===== src/hdl/apq_pkg.sv =====
`timescale 1ns / 1ps

package apq_pkg;

	localparam int DEPTH_DEF          = 8;
	localparam int DATA_WIDTH_DEF     = 32;
	localparam int PRIORITY_WIDTH_DEF = 16;
	localparam int CAP_WIDTH          = 4;
	localparam logic [CAP_WIDTH-1:0] CAP_RESET = 4'd8;

	typedef enum logic [1:0] {
		OP_INSERT = 2'd0,
		OP_PULL   = 2'd1,
		OP_PEEK   = 2'd2,
		OP_NOP    = 2'd3
	} op_t;

	typedef enum logic [1:0] {
		ST_DONE  = 2'd0,
		ST_FULL  = 2'd1,
		ST_EMPTY = 2'd2
	} status_t;

	typedef enum logic [2:0] {
		S_IDLE,
		S_SCAN,
		S_SCAN_WAIT,
		S_PICK,
		S_SHIFT,
		S_SHIFT_WAIT,
		S_RESULT
	} state_t;

	typedef struct packed {
		logic do_insert;
		logic set_done;
		logic set_empty;
		logic scan_start;
		logic scan_rd;
		logic pick;
		logic shift_start;
		logic shift_rd;
		logic dec_count;
		logic load_out;
	} cmd_t;

	typedef struct packed {
		logic empty;
		logic idx_last;
		logic best_last;
		logic out_busy;
	} sts_t;

endpackage


===== src/hdl/apq_ctrl.sv =====
`timescale 1ns / 1ps

module apq_ctrl
	import apq_pkg::*;
(
	input  logic       clk,
	input  logic       arst_n,
	input  logic       in_valid,
	output logic       in_stall,
	input  logic [1:0] operation,
	input  sts_t       sts,
	output cmd_t       cmd,
	output state_t     state
);

	state_t state_q;
	state_t state_d;
	logic   pull_q;
	logic   accept;
	op_t    op;

	assign op       = op_t'(operation);
	assign accept   = in_valid && (state_q == S_IDLE);
	assign in_stall = (state_q != S_IDLE);
	assign state    = state_q;

	always_ff @(posedge clk or negedge arst_n) begin
		if (!arst_n) begin
			state_q <= S_IDLE;
			pull_q  <= 1'b0;
		end else begin
			state_q <= state_d;
			if (accept) begin
				pull_q <= (op == OP_PULL);
			end
		end
	end

	always_comb begin
		state_d = state_q;
		unique case (state_q)
			S_IDLE: begin
				if (accept) begin
					unique case (op)
						OP_PULL, OP_PEEK: state_d = sts.empty ? S_RESULT : S_SCAN;
						OP_INSERT, OP_NOP: state_d = S_RESULT;
					endcase
				end
			end
			S_SCAN: begin
				if (sts.idx_last) begin
					state_d = S_SCAN_WAIT;
				end
			end
			S_SCAN_WAIT: state_d = S_PICK;
			S_PICK: begin
				if (pull_q && !sts.best_last) begin
					state_d = S_SHIFT;
				end else begin
					state_d = S_RESULT;
				end
			end
			S_SHIFT: begin
				if (sts.idx_last) begin
					state_d = S_SHIFT_WAIT;
				end
			end
			S_SHIFT_WAIT: state_d = S_RESULT;
			S_RESULT: begin
				if (!sts.out_busy) begin
					state_d = S_IDLE;
				end
			end
			default: state_d = S_IDLE;
		endcase
	end

	always_comb begin
		cmd = '0;
		unique case (state_q)
			S_IDLE: begin
				if (accept) begin
					unique case (op)
						OP_INSERT: cmd.do_insert = 1'b1;
						OP_NOP:    cmd.set_done  = 1'b1;
						OP_PULL, OP_PEEK: begin
							cmd.set_empty  = sts.empty;
							cmd.scan_start = !sts.empty;
						end
					endcase
				end
			end
			S_SCAN:      cmd.scan_rd = 1'b1;
			S_SCAN_WAIT: cmd = '0;
			S_PICK: begin
				cmd.pick        = 1'b1;
				cmd.dec_count   = pull_q && sts.best_last;
				cmd.shift_start = pull_q && !sts.best_last;
			end
			S_SHIFT:      cmd.shift_rd  = 1'b1;
			S_SHIFT_WAIT: cmd.dec_count = 1'b1;
			S_RESULT:     cmd.load_out  = !sts.out_busy;
			default:      cmd = '0;
		endcase
	end

endmodule


===== src/hdl/apq_dpath.sv =====
`timescale 1ns / 1ps

module apq_dpath
	import apq_pkg::*;
#(
	parameter int DEPTH          = DEPTH_DEF,
	parameter int DATA_WIDTH     = DATA_WIDTH_DEF,
	parameter int PRIORITY_WIDTH = PRIORITY_WIDTH_DEF
) (
	input  logic                             clk,
	input  logic                             arst_n,
	input  cmd_t                             cmd,
	output sts_t                             sts,
	input  logic                             cfg_we,
	input  logic [CAP_WIDTH-1:0]             cfg_wdata,
	input  logic [DATA_WIDTH-1:0]            item_value,
	input  logic signed [PRIORITY_WIDTH-1:0] item_priority,
	output logic                             out_valid,
	input  logic                             out_stall,
	output logic [DATA_WIDTH-1:0]            out_value,
	output logic [1:0]                       status,
	output logic                             now_empty,
	output logic                             now_full
);

	localparam int IW   = $clog2(DEPTH);
	localparam int CW   = $clog2(DEPTH + 1);
	localparam int CMPW = (CW > CAP_WIDTH) ? CW : CAP_WIDTH;

	logic [DATA_WIDTH-1:0]            value_mem [DEPTH];
	logic signed [PRIORITY_WIDTH-1:0] pri_mem   [DEPTH];

	logic [CAP_WIDTH-1:0]             cap_q;
	logic [CW-1:0]                    count_q;
	logic [IW-1:0]                    idx_q;

	logic [DATA_WIDTH-1:0]            rd_val_s1;
	logic signed [PRIORITY_WIDTH-1:0] rd_pri_s1;
	logic [IW-1:0]                    rd_idx_s1;
	logic                             rd_vld_s1;
	logic                             rd_shift_s1;

	logic [DATA_WIDTH-1:0]            best_val_q;
	logic signed [PRIORITY_WIDTH-1:0] best_pri_q;
	logic [IW-1:0]                    best_idx_q;

	logic [DATA_WIDTH-1:0]            res_value_q;
	status_t                          res_status_q;

	logic                             out_valid_q;
	logic [DATA_WIDTH-1:0]            out_value_q;
	status_t                          out_status_q;
	logic                             out_empty_q;
	logic                             out_full_q;

	logic                             full;
	logic                             rd_en;
	logic                             wr_shift;
	logic                             better;

	assign full = (CMPW'(count_q) >= CMPW'(cap_q)) || (count_q == CW'(DEPTH));
	assign rd_en    = cmd.scan_rd || cmd.shift_rd;
	assign wr_shift = rd_vld_s1 && rd_shift_s1;
	assign better   = (rd_idx_s1 == '0) || (rd_pri_s1 > best_pri_q);

	assign sts.empty     = (count_q == '0);
	assign sts.idx_last  = ((CW'(idx_q) + CW'(1)) == count_q);
	assign sts.best_last = ((CW'(best_idx_q) + CW'(1)) == count_q);
	assign sts.out_busy  = out_valid_q && out_stall;

	assign out_valid = out_valid_q;
	assign out_value = out_value_q;
	assign status    = out_status_q;
	assign now_empty = out_empty_q;
	assign now_full  = out_full_q;

	always_ff @(posedge clk) begin
		if (cmd.do_insert && !full) begin
			value_mem[count_q[IW-1:0]] <= item_value;
			pri_mem[count_q[IW-1:0]]   <= item_priority;
		end else if (wr_shift) begin
			value_mem[rd_idx_s1 - IW'(1)] <= rd_val_s1;
			pri_mem[rd_idx_s1 - IW'(1)]   <= rd_pri_s1;
		end
	end

	always_ff @(posedge clk) begin
		if (rd_en) begin
			rd_val_s1 <= value_mem[idx_q];
			rd_pri_s1 <= pri_mem[idx_q];
			rd_idx_s1 <= idx_q;
		end
	end

	always_ff @(posedge clk or negedge arst_n) begin
		if (!arst_n) begin
			cap_q       <= CAP_RESET;
			count_q     <= '0;
			rd_vld_s1   <= 1'b0;
			rd_shift_s1 <= 1'b0;
			out_valid_q <= 1'b0;
		end else begin
			if (cfg_we) begin
				cap_q <= cfg_wdata;
			end
			priority if (cmd.do_insert && !full) begin
				count_q <= count_q + CW'(1);
			end else if (cmd.dec_count) begin
				count_q <= count_q - CW'(1);
			end
			rd_vld_s1   <= rd_en;
			rd_shift_s1 <= cmd.shift_rd;
			if (cmd.load_out) begin
				out_valid_q <= 1'b1;
			end else if (!out_stall) begin
				out_valid_q <= 1'b0;
			end
		end
	end

	always_ff @(posedge clk) begin
		priority if (cmd.scan_start) begin
			idx_q <= '0;
		end else if (cmd.shift_start) begin
			idx_q <= best_idx_q + IW'(1);
		end else if (rd_en) begin
			idx_q <= idx_q + IW'(1);
		end
	end

	always_ff @(posedge clk) begin
		if (rd_vld_s1 && !rd_shift_s1 && better) begin
			best_val_q <= rd_val_s1;
			best_pri_q <= rd_pri_s1;
			best_idx_q <= rd_idx_s1;
		end
	end

	always_ff @(posedge clk) begin
		priority if (cmd.do_insert) begin
			res_value_q  <= '0;
			res_status_q <= full ? ST_FULL : ST_DONE;
		end else if (cmd.set_empty) begin
			res_value_q  <= '0;
			res_status_q <= ST_EMPTY;
		end else if (cmd.set_done) begin
			res_value_q  <= '0;
			res_status_q <= ST_DONE;
		end else if (cmd.pick) begin
			res_value_q  <= best_val_q;
			res_status_q <= ST_DONE;
		end
	end

	always_ff @(posedge clk) begin
		if (cmd.load_out) begin
			out_value_q  <= res_value_q;
			out_status_q <= res_status_q;
			out_empty_q  <= (count_q == '0);
			out_full_q   <= full;
		end
	end

endmodule


===== src/hdl/array_priority_queue.sv =====
`timescale 1ns / 1ps
// Insert, no-op and a pull or peek on an empty queue go straight to the result state.
// A peek, or a pull of the last entry, scans all N entries for the best one; a pull of
// any earlier entry k then shifts entries k + 1 to N - 1 down one slot. Throughput:
// one transaction at a time; the entry memory read port bounds the scan and the shift to
// one entry per cycle. The next input is taken while the previous result waits in the
// output register. Reset clears the count and sets capacity to 8.
module array_priority_queue
	import apq_pkg::*;
#(
	parameter int DEPTH          = DEPTH_DEF,
	parameter int DATA_WIDTH     = DATA_WIDTH_DEF,
	parameter int PRIORITY_WIDTH = PRIORITY_WIDTH_DEF
) (
	input  logic                             clk,
	input  logic                             arst_n,
	input  logic                             cfg_we,
	input  logic [CAP_WIDTH-1:0]             cfg_wdata,
	input  logic                             in_valid,
	output logic                             in_stall,
	input  logic [1:0]                       operation,
	input  logic [DATA_WIDTH-1:0]            item_value,
	input  logic signed [PRIORITY_WIDTH-1:0] item_priority,
	output logic                             out_valid,
	input  logic                             out_stall,
	output logic [DATA_WIDTH-1:0]            out_value,
	output logic [1:0]                       status,
	output logic                             now_empty,
	output logic                             now_full
);

	cmd_t   cmd;
	sts_t   sts;
	state_t state;

	apq_ctrl u_ctrl (
		.clk       (clk),
		.arst_n    (arst_n),
		.in_valid  (in_valid),
		.in_stall  (in_stall),
		.operation (operation),
		.sts       (sts),
		.cmd       (cmd),
		.state     (state)
	);

	apq_dpath #(
		.DEPTH          (DEPTH),
		.DATA_WIDTH     (DATA_WIDTH),
		.PRIORITY_WIDTH (PRIORITY_WIDTH)
	) u_dpath (
		.clk           (clk),
		.arst_n        (arst_n),
		.cmd           (cmd),
		.sts           (sts),
		.cfg_we        (cfg_we),
		.cfg_wdata     (cfg_wdata),
		.item_value    (item_value),
		.item_priority (item_priority),
		.out_valid     (out_valid),
		.out_stall     (out_stall),
		.out_value     (out_value),
		.status        (status),
		.now_empty     (now_empty),
		.now_full      (now_full)
	);

	a_empty_flag: assert property (@(posedge clk) disable iff (!arst_n)
		(out_valid && status == ST_EMPTY) |-> now_empty)
		else $error("empty status without empty flag");

	a_full_flag: assert property (@(posedge clk) disable iff (!arst_n)
		(out_valid && status == ST_FULL) |-> now_full)
		else $error("full status without full flag");

	a_zero_value: assert property (@(posedge clk) disable iff (!arst_n)
		(out_valid && status != ST_DONE) |-> (out_value == '0))
		else $error("nonzero value on refused transaction");

	a_result_load: assert property (@(posedge clk) disable iff (!arst_n)
		(state == S_RESULT && !(out_valid && out_stall)) |=> (out_valid && state == S_IDLE))
		else $error("result not loaded");

endmodule


===== config.mk =====
export PLATFORM = sky130hd
export DESIGN_NAME = array_priority_queue
export DESIGN_NICKNAME = d
export VERILOG_FILES = /design/src/hdl/apq_pkg.sv /design/src/hdl/apq_ctrl.sv /design/src/hdl/apq_dpath.sv /design/src/hdl/array_priority_queue.sv
export SDC_FILE = /design/constraint.sdc
export NUM_CORES = 1
export LEC_CHECK = 0
export BUFFER_PORTS_ARGS = -buffer_cell sky130_fd_sc_hd__buf_4
export CAP_MARGIN = 15
export CORE_MARGIN = 4
export CORE_UTILIZATION = 35
export CTS_BUF_LIST = sky130_fd_sc_hd__clkbuf_4
export DETAILED_ROUTE_END_ITERATION = 8
export GPL_TIMING_DRIVEN = 0
export MAX_ROUTING_LAYER = met4
export PLACE_DENSITY = 0.47
export SYNTH_ARGS = -nofsm -noshare
export SYNTH_HDL_FRONTEND = slang
export SYNTH_HIERARCHICAL = 1
export SYNTH_SLANG_ARGS = --single-unit

===== constraint.sdc =====
create_clock -name clk -period 18.7 [get_ports clk]
set_input_delay 3.74 -clock clk [delete_from_list [all_inputs] [get_ports clk]]
set_output_delay 3.74 -clock clk [all_outputs]
set_load 0.005 [all_outputs]

==> results.yml, run 1 <==
worst_setup_path:
  worst-setup-path-type: "primary input to flop"
  r2r_cells: 14
  critPathMaxStageDelay_ns: 0.80
  cpMaxStageDelayCell: "o41ai_2"
  cp_common_cell: "buf_4"
  r2r-start: "u_dpath/count_q[0]"
  timing.rr.end: "u_dpath/value_mem[0][12]"
  end_kind: "flop"
  path_delay_family: "buffers and inverters"
  crit_chain: "buf_4 > nor4b_4 > and2_1 > o211ai_1 > buf_2 > o41ai_2 > buf_6 > buf_4 > buf_4 > buf_6 > buf_4"
  cp_max_fo: 10
  arrival_ns: 6.67
  cp.required_ns: 19.30
  crit_buf_inv: 7
  startpoint_type: "primary input"
  reg2reg_slack_ns: 14.51
logic_synthesis:
  synth-edff-count: 524
  synthCells: 1091
  synthArstFlopShare: 0.0261
  yosysWarnings: 6
  synth_ff_type: "edfxtp_1"
  mappedNetlistArea_um2: 22300
  synth_cell_types: 53
  syn_avg_cell_area_um2: 20.5
  ys_seq_area_frac: 0.753
  synth-seq-cells: 574
  synthesis.nets: 1181
layout:
  area_growth_pct: 20.3
  final_cell_mix: "edfxtp_1, clkbuf_4, buf_4"
  nNetsFinal: 1488
  final_common_cell: "edfxtp_1"
  drive_above_1_share: 0.428
sta:
  worstMarginPinSlew_ns: 1.01
  setup_violations: 0
  slew_viol_final: 0
  fmax_ghz: 0.165
  fin_crit_sh: 0.325
  hold_viol: 0
  relSlewSlack: 0.329
  rsz0062_at_grt: "false"
  min_period_ns: 6.07
  skew_ns: 0.0473
  setup_tns_ns: 0
min_path:
  min-delay-start: "u_dpath/res_value_q[15]"
  hold_end: "u_dpath/out_value[15]"
  min_path_cells: 0
  hold_path_class: "flop to flop"
power:
  p_per_area_nw_per_um2: 148
  vdd_ir_drop_max_mv: 0.0530
  p_leak_nw: 9.34
  power_frac_clock: 0.274
  p_comb_frac: 0.269
  switchingPower_w: 0.00119
  switching_share: 0.299
  total_power_w: 0.00399
  internal_power_w: 0.00279
  pwr-share-seq: 0.457
placed_design:
  portBuffers: 96
  dpl.hpwl_um: 33800
  gp_congestion: 0.735
clock_network:
  post_cts_buffers: 0
  path_clk_slew_ns: 0.06
  cts_tree: "done"
  clock_latency_ns: 0.93
  ctsResizeCount: 0
  cts_buffer_depth: 3
  cts-root-buf: "clkbuf_4"
  cts.sinks: 574
  cts_made_buffers: 153
  ctsHtreeMaxLevel: 4
  holdBufCountCts: 0
floorplanning:
  io_pins: 97
  rows: 92
  coreArea_um2: 63100
  initial_core_util: 0.354
  die_w_um: 261
  die_y_um: 261
  die-area_um2: 67900
route:
  wire_per_inst_um: 21.9
  drcViolationCount: 0
  num_vias: 11300
  drtIter0Drc: 671
  ant_nets: 0
  first_pass_iters: 5
  drt-total-wl_um: 51800
  vias_per_cell: 4.77
grt:
  grtUsageTotal: 0.162
  grt_overflow_total: 0
  antenna_found_initial: 2
  grt_pass1_vias: 12200
  grt_pass1_wl_um: 77500
  grt_max_degree: 34
status:
  status: "complete, no violations"
run:
  max_cap_viol_count: 0
==> kinds of logic after synthesis <==
group / after synthesis / synth area share
compound gates: 45 / 0.0134
buf+inv: 81 / 0.0166
xor+xnor: 16 / 0.00628
mux: 233 / 0.167
flops: 574 / 0.753
simple gates: 111 / 0.0256
fa+ha+maj: 31 / 0.0177
==> registers in the layout (all words and copies together), names as in the netlist, 2 cells and up <==
name / count
u_dpath/rd_val_s1: 32
u_ctrl/state: 3
u_dpath/status: 2
u_dpath/res_value_q: 32
u_dpath/res_status_q: 2
u_dpath/out_value: 32
u_dpath/value_mem: 256
u_dpath/rd_idx_s1: 3
u_dpath/best_val_q: 32
u_dpath/pri_mem: 128
u_dpath/rd_pri_s1: 16
u_dpath/cap_q: 4
u_dpath/best_pri_q: 16
u_dpath/best_idx_q: 3
u_dpath/count_q: 4
u_dpath/idx_q: 3
==> metal layers <==
metal,vias to the layer above,GRT usage,wire [um],share of wire
li1,5109,-,-,-
met1,5874,0.212,23900,0.46
met2,223,0.250,25000,0.48
met3,72,0.0412,2030,0.039
met4,0,0.0523,815,0.016
met5,-,-,0,0
==> synthesized netlist by cell type (5+ instances only) <==
cell type  number  area [um^2]
and2_1          5         31.3
a21oi_1         8         40.0
mux4_2         96         2160
xnor2_1         8         70.1
nand2_1        13         48.8
nand3_1         7         35.0
xor2_1          8         70.1
nand4_1         8         50.1
o21ai_0        10         50.1
edfxtp_1      524        15700
clkbuf_1       22         82.6
mux2_2         83          935
buf_2          20          100
dfxtp_1        35          701
dfrtp_1        14          350
nor3_1          7         35.0
mux2i_1        34          340
nor2_1         44          165
ha_1           30          375
mux2_4         20          300
inv_1          30          113
a21o_1          6         45.0
==> power groups by stage <==
| stage | sequential (W) | combinational, W | clock (W) |
|---|---|---|---|
| 2_1_floorplan | 0.00182 | 0.000719 | 0 |
| 3_3_place_gp | 0.00188 | 0.00103 | 0 |
| 3_5_place_dp | 0.00185 | 0.00110 | 0 |
| 4_1_cts | 0.00182 | 0.00110 | 0.00114 |
| 5_1_grt | 0.00184 | 0.00118 | 0.00122 |
| 6_report | 0.00182 | 0.00107 | 0.00109 |
==> layout make-up <==
cell class                 count  area [um^2]
timing repair buffer         152         1390
multi-input combinational    436         5240
sequential                   574        16800
clock buffer                 237         1780
clock inverter                35          189
buffer                        51          263
tap                          846         1060
fill                        5699        36200
antenna                        2         5.00
inverter                      30          113
==> worst max path at each step <==
stage                          endpoint  slack [ns]  depth (start not counted)             from
2_1_floorplan     u_dpath/pri_mem[0][0]        8.74                          5         in_valid
3_3_place_gp   u_dpath/value_mem[2][12]        1.61                          6         in_valid
3_5_place_dp   u_dpath/value_mem[0][12]       11.69                         11         in_valid
4_1_cts                        in_stall       12.70                          3  u_ctrl/state[1]
5_1_grt        u_dpath/value_mem[0][12]       12.51                         11         in_valid
6_report       u_dpath/value_mem[0][12]       12.63                         11         in_valid
==> worst register-to-register path: cells and delay by family (launching register included) <==
kind / cells / cell delay [ns]
compound gates: 4 / 1.32
simple gates: 1 / 0.14
flops: 1 / 0.40
buf+inv: 8 / 1.71
fa+ha+maj: 1 / 0.30
==> through the flow <==
stage | hold WS [ns] | worst slack (ns) | utilization | instances | cell area [um^2]
after floorplan | 0.400 | 8.74 | - | 1091 | 22300
after global placement | 0.412 | 1.61 | 0.382 | 2033 | 24100
after detailed placement | 0.415 | 11.69 | 0.394 | 2089 | 24900
after CTS | 0.409 | 12.70 | 0.426 | 2361 | 26800
after global routing | 0.431 | 12.51 | 0.426 | 2363 | 26900
final | 0.421 | 12.63 | 0.426 | 2363 | 26900
(Power assumes the default switching activity.)
==> inputs of run 2 (changes only) <==
==> constraint.sdc (replaced) <==
create_clock -name clk -period 6 [get_ports clk]
set_input_delay 1.2 -clock clk [delete_from_list [all_inputs] [get_ports clk]]
set_output_delay 1.2 -clock clk [all_outputs]
set_load 0.005 [all_outputs]
==> run 2 against run 1 <==
Effect of this change:
- clock-buffer cell count fell by 10
- sequential share of layout area decreased by 0.41 points
- clock skew down 0.0083 ns
- critical path depth is 2 higher
- routed wire length rose by 0.97%
- clock power grew to 3.4 times the previous value
- largest cell class unchanged
==> results.yml, run 2 (synthesis gave the netlist of run 1 again) <==
sta:
  fmax_ghz: 0.242
  rsz0062_at_grt: "false"
  relSlewSlack: 0.299
  slew_viol_final: 0
  worstMarginPinSlew_ns: 1.05
  min_period_ns: 4.13
  setup_violations: 0
  skew_ns: 0.0390
  fin_crit_sh: 0.689
  setup_tns_ns: 0
  hold_viol: 0
floorplanning:
  coreArea_um2: 63100
  rows: 92
  io_pins: 97
  initial_core_util: 0.354
  die_w_um: 261
  die_y_um: 261
  die-area_um2: 67900
layout:
  largest_reg_flops: 256
  multi_input_area_um2: 5240
  final_common_cell: "edfxtp_1"
  reg_top3: "u_dpath/value_mem (256), u_dpath/pri_mem (128)"
  nNetsFinal: 1491
  fillers: 5709
  utilization: 0.428
  final_cell_mix: "edfxtp_1, clkbuf_4, buf_4"
  drive_above_1_share: 0.425
  area_growth_pct: 21.1
  seqCellArea_um2: 16800
  largest_register: "u_dpath/value_mem"
grt:
  grt_pass1_vias: 12300
  grt_pass1_wl_um: 78100
  grt_max_degree: 36
  grtUsageTotal: 0.163
  antenna_found_initial: 2
  grt_overflow_total: 0
power:
  p_per_area_nw_per_um2: 472
  switching_share: 0.295
  internal_power_w: 0.00900
  vdd_ir_drop_max_mv: 0.183
  power_frac_clock: 0.293
  pwr-share-seq: 0.445
  p_leak_nw: 9.44
  p_comb_frac: 0.262
  switchingPower_w: 0.00376
clock_network:
  ctsHtreeMaxLevel: 4
  clock_latency_ns: 0.95
  path_clk_slew_ns: 0.06
  cts-root-buf: "clkbuf_4"
  cts_tree: "done"
  post_cts_buffers: 0
  cts.sinks: 574
  cts_buffer_depth: 3
  cts_made_buffers: 155
worst_setup_path:
  cp.required_ns: 6.63
  arrival_ns: 4.76
  r2r_cells: 13
  worst-setup-path-type: "flop to flop"
  startpoint_type: "flop"
  cp_max_fo: 10
  end_kind: "flop"
placed_design:
  portBuffers: 96
  gp_congestion: 0.724
  dpl.hpwl_um: 33400
min_path:
  hold_path_class: "flop to flop"
  min_path_cells: 0
route:
  vias_per_cell: 4.79
  drcViolationCount: 0
  first_pass_iters: 4
  drtIter0Drc: 563
  wire_per_inst_um: 22.0
  ant_nets: 0
  drt-total-wl_um: 52300
  num_vias: 11400
run:
  max_cap_viol_count: 0
status:
  status: "complete, no violations"
[run 2: cell types whose count changed in the layout (fill, tap and decap cells not counted), sizes merged]
cell,previous run,this run
bufinv,1,9
clkbuf,260,250
clkinv,25,39
clkinvlp,7,1
diode,2,5
dlygate4sd3,0,1
[run 2: layer usage]
layer / vias up / global-route usage / wire length, um
met4: 0 / 0.0441 / 702
met5: - / - / 0
met2: 262 / 0.258 / 25800
met3: 67 / 0.0475 / 2330
li1: 5129 / - / -
met1: 5907 / 0.207 / 23500
[run 2: through the flow]
stage / instance area (um^2) / worst slack [ns] / power [W] / hold slack, ns / cells
6_report: 27000 / 1.87 / 0.0128 / 0.427 / 2373
5_1_grt: 27000 / 1.74 / 0.0135 / 0.347 / 2373
4_1_cts: 27000 / 1.90 / 0.0130 / 0.338 / 2368
3_5_place_dp: 24900 / 1.67 / 0.00918 / 0.413 / 2089
3_3_place_gp: 24100 / -8.45 / 0.00906 / 0.413 / 2033
2_1_floorplan: 22300 / -1.42 / 0.00791 / 0.400 / 1091
[run 2: repair_timing]
item                                   4_1_cts  5_1_grt
endpoints found under the hold margin        6        0
gates resized for setup                      0        0
hold buffers                                 1        0
[run 2: final timing paths]
check | startpoint | endpoint | slack [ns]
max in group asynchronous | arst_n | u_dpath/cap_q[3] | 5.05
worst max-delay path | u_dpath/count_q[0] | u_dpath/value_mem[1][12] | 1.87
worst min-delay path | u_dpath/res_value_q[22] | u_dpath/out_value[22] | 0.43
worst max register to register | u_dpath/count_q[0] | u_dpath/value_mem[1][12] | 1.87
worst min register to register | u_dpath/res_value_q[22] | u_dpath/out_value[22] | 0.43
min in group asynchronous | arst_n | u_dpath/rd_vld_s1 | 0.67
[run 2: layout make-up]
class / instances / share of cell area
diodes: 5 / 0.000463
plain buffers: 51 / 0.00972
multi-input cells: 436 / 0.194
well taps: 846 / 0.0392
clock inverters: 51 / 0.0166
repair buffers: 153 / 0.0510
flip-flops and latches: 574 / 0.622
clock buffers: 227 / 0.0630
inverters: 30 / 0.00417
[run 2: critical path, stage by stage, from the launching register on]
cell and delay, ns:
dfrtp_1 0.40, buf_4 0.20, inv_1 0.29, ha_1 0.30, nand2b_1 0.14, a21o_1 0.18
a21oi_2 0.15, o211ai_1 0.17, buf_2 0.27, o41ai_2 0.83, buf_4 0.33, buf_4 0.20
buf_4 0.18, buf_4 0.18
[run 2: power by group through the flow]
| stage | combinational (W) | clock (W) | sequential [W] |
|---|---|---|---|
| after detailed placement | 0.00343 | 0 | 0.00575 |
| after global placement | 0.00321 | 0 | 0.00585 |
| after floorplan | 0.00224 | 0 | 0.00567 |
| after global routing | 0.00368 | 0.00413 | 0.00574 |
| final | 0.00335 | 0.00374 | 0.00567 |
| after CTS | 0.00344 | 0.00390 | 0.00568 |
==> inputs of run 3 (changes only) <==
==> constraint.sdc (replaced) <==
create_clock -name clk -period 4.1 [get_ports clk]
set_input_delay 0.82 -clock clk [delete_from_list [all_inputs] [get_ports clk]]
set_output_delay 0.82 -clock clk [all_outputs]
set_load 0.005 [all_outputs]
==> run 3 against run 2 <==
Effect of this change:
- worst hold slack got worse by 0.20 ns
- clock skew is 0.0037 ns higher
- maximum frequency up 7.1%
- register-to-register slack worse by 1.6 ns
- via count down 1.1%
- largest power group unchanged
- clock-buffer cell count is 5 higher
- total power is 44% higher
==> results.yml, run 3 (synthesis gave the netlist of run 1 again) <==
status:
  status: "complete, no violations"
layout:
  nNetsFinal: 1486
  drive_above_1_share: 0.422
  reg_top3: "u_dpath/value_mem (256), u_dpath/pri_mem (128)"
  final_common_cell: "edfxtp_1"
  utilization: 0.430
  largest_register: "u_dpath/value_mem"
  final_cell_mix: "edfxtp_1, clkbuf_4, buf_4"
  fillers: 5696
  stdcell_count: 2363
  fin_area_um2: 27100
  area_growth_pct: 21.5
  largest_reg_flops: 256
worst_setup_path:
  timing.rr.end: "u_dpath/value_mem[0][10]"
  cp_max_fo: 10
  cp.required_ns: 4.75
  worst-setup-path-type: "flop to flop"
  r2r_cells: 12
  arrival_ns: 4.51
  startpoint_type: "flop"
  r2r-start: "u_dpath/count_q[0]"
  reg2reg_slack_ns: 0.24
  end_kind: "flop"
sta:
  min_period_ns: 3.86
  slew_viol_final: 0
  worstMarginPinSlew_ns: 1.01
  setup_violations: 0
  rsz0062_at_grt: "false"
  fin_crit_sh: 0.940
  skew_ns: 0.0427
  fmax_ghz: 0.259
  hold_viol: 0
  relSlewSlack: 0.330
  holdWs_ns: 0.225
route:
  num_vias: 11200
  wire_per_inst_um: 21.8
  first_pass_iters: 5
  drt-total-wl_um: 51600
  ant_nets: 0
  drtIter0Drc: 744
  drcViolationCount: 0
  vias_per_cell: 4.75
placed_design:
  place_inst: 2078
  gp_congestion: 0.724
  portBuffers: 96
  placed_area_um2: 25000
  dpl.hpwl_um: 33200
floorplanning:
  die-area_um2: 67900
  coreArea_um2: 63100
  die_w_um: 261
  die_y_um: 261
  io_pins: 97
  initial_core_util: 0.354
  rows: 92
min_path:
  hold_path_class: "primary input to flop"
  hold_end: "u_dpath/pri_mem[4][11]"
  min-delay-start: "item_priority[11]"
  min_path_cells: 2
power:
  p_leak_nw: 9.46
  p_per_area_nw_per_um2: 679
  pwr-share-seq: 0.450
  p_comb_frac: 0.267
  switching_share: 0.297
  power_frac_clock: 0.283
  switchingPower_w: 0.00548
  internal_power_w: 0.0129
  vdd_ir_drop_max_mv: 0.320
  total_power_w: 0.0184
clock_network:
  cts_tree: "done"
  cts-root-buf: "clkbuf_4"
  cts_made_buffers: 153
  clock_latency_ns: 0.96
  cts.sinks: 574
  path_clk_slew_ns: 0.07
  cts_buffer_depth: 3
  ctsHtreeMaxLevel: 4
grt:
  grt_pass1_vias: 12000
  grt_pass1_wl_um: 76400
  antenna_found_initial: 2
  grtUsageTotal: 0.160
  grt_max_degree: 43
  grt_overflow_total: 0
run:
  max_cap_viol_count: 0
==> run 3: critical path, stage by stage, from the launching register on <==
cell and delay (ns):
dfrtp_1 0.41, buf_4 0.21, inv_1 0.32, ha_1 0.30
nand2b_1 0.14, a21o_1 0.18, a21oi_2 0.14, o211ai_1 0.17
buf_4 0.26, o41ai_4 0.75, buf_6 0.28, buf_6 0.19
buf_8 0.16
==> run 3: metrics by stage <==
step / setup TNS (ns) / setup WS [ns]
final: 0 / 0.244
after detailed placement: 0 / 0.156
after global routing: 0 / 0.0447
after floorplan: -179.87 / -0.803
after CTS: 0 / 0.0792
after global placement: -1466.34 / -4.72
==> run 3: worst max-delay path by stage <==
stage / start / depth (start not counted) / to / slack, ns
floorplan: u_dpath/count_q[0] / 9 / u_dpath/pri_mem[0][0] / -0.80
CTS: u_dpath/count_q[0] / 14 / u_dpath/value_mem[5][2] / 0.08
global placement: u_dpath/count_q[0] / 9 / u_dpath/value_mem[0][14] / -4.72
detailed placement: u_dpath/count_q[0] / 14 / u_dpath/value_mem[5][4] / 0.16
finish: u_dpath/count_q[0] / 12 / u_dpath/value_mem[0][10] / 0.24
global route: u_dpath/count_q[0] / 12 / u_dpath/value_mem[3][17] / 0.04
==> run 3: repair_timing <==
action	in CTS	in global routing
buffers inserted	0	3
hold buffers	6	0
gates resized for setup	0	3
endpoints found under the hold margin	19	0
setup endpoints to repair	0	48
==> run 3: power by group through the flow <==
stage | combinational, W | sequential [W] | clock (W)
final | 0.00492 | 0.00830 | 0.00522
after detailed placement | 0.00503 | 0.00842 | 0
after global routing | 0.00540 | 0.00839 | 0.00579
after floorplan | 0.00332 | 0.00826 | 0
after CTS | 0.00506 | 0.00831 | 0.00543
after global placement | 0.00470 | 0.00846 | 0
==> run 3: final cells by class <==
type                       count  area (um^2)  area share
buffer                        51          268     0.00987
clock buffer                 232         1740      0.0642
inverter                      30          113     0.00415
timing repair buffer         150         1540      0.0568
antenna                        2         5.00    0.000184
sequential                   574        16800       0.620
tap                          846         1060      0.0390
clock inverter                42          309      0.0114
multi-input combinational    436         5280       0.195
==> run 3: per-layer routing <==
layer  global-route usage  part of all wire  routed length (um)
met5                    -                 0                   0
met4               0.0486             0.015                 779
met3               0.0450             0.044                2260
met2                0.247              0.49               25000
met1                0.207              0.46               23500
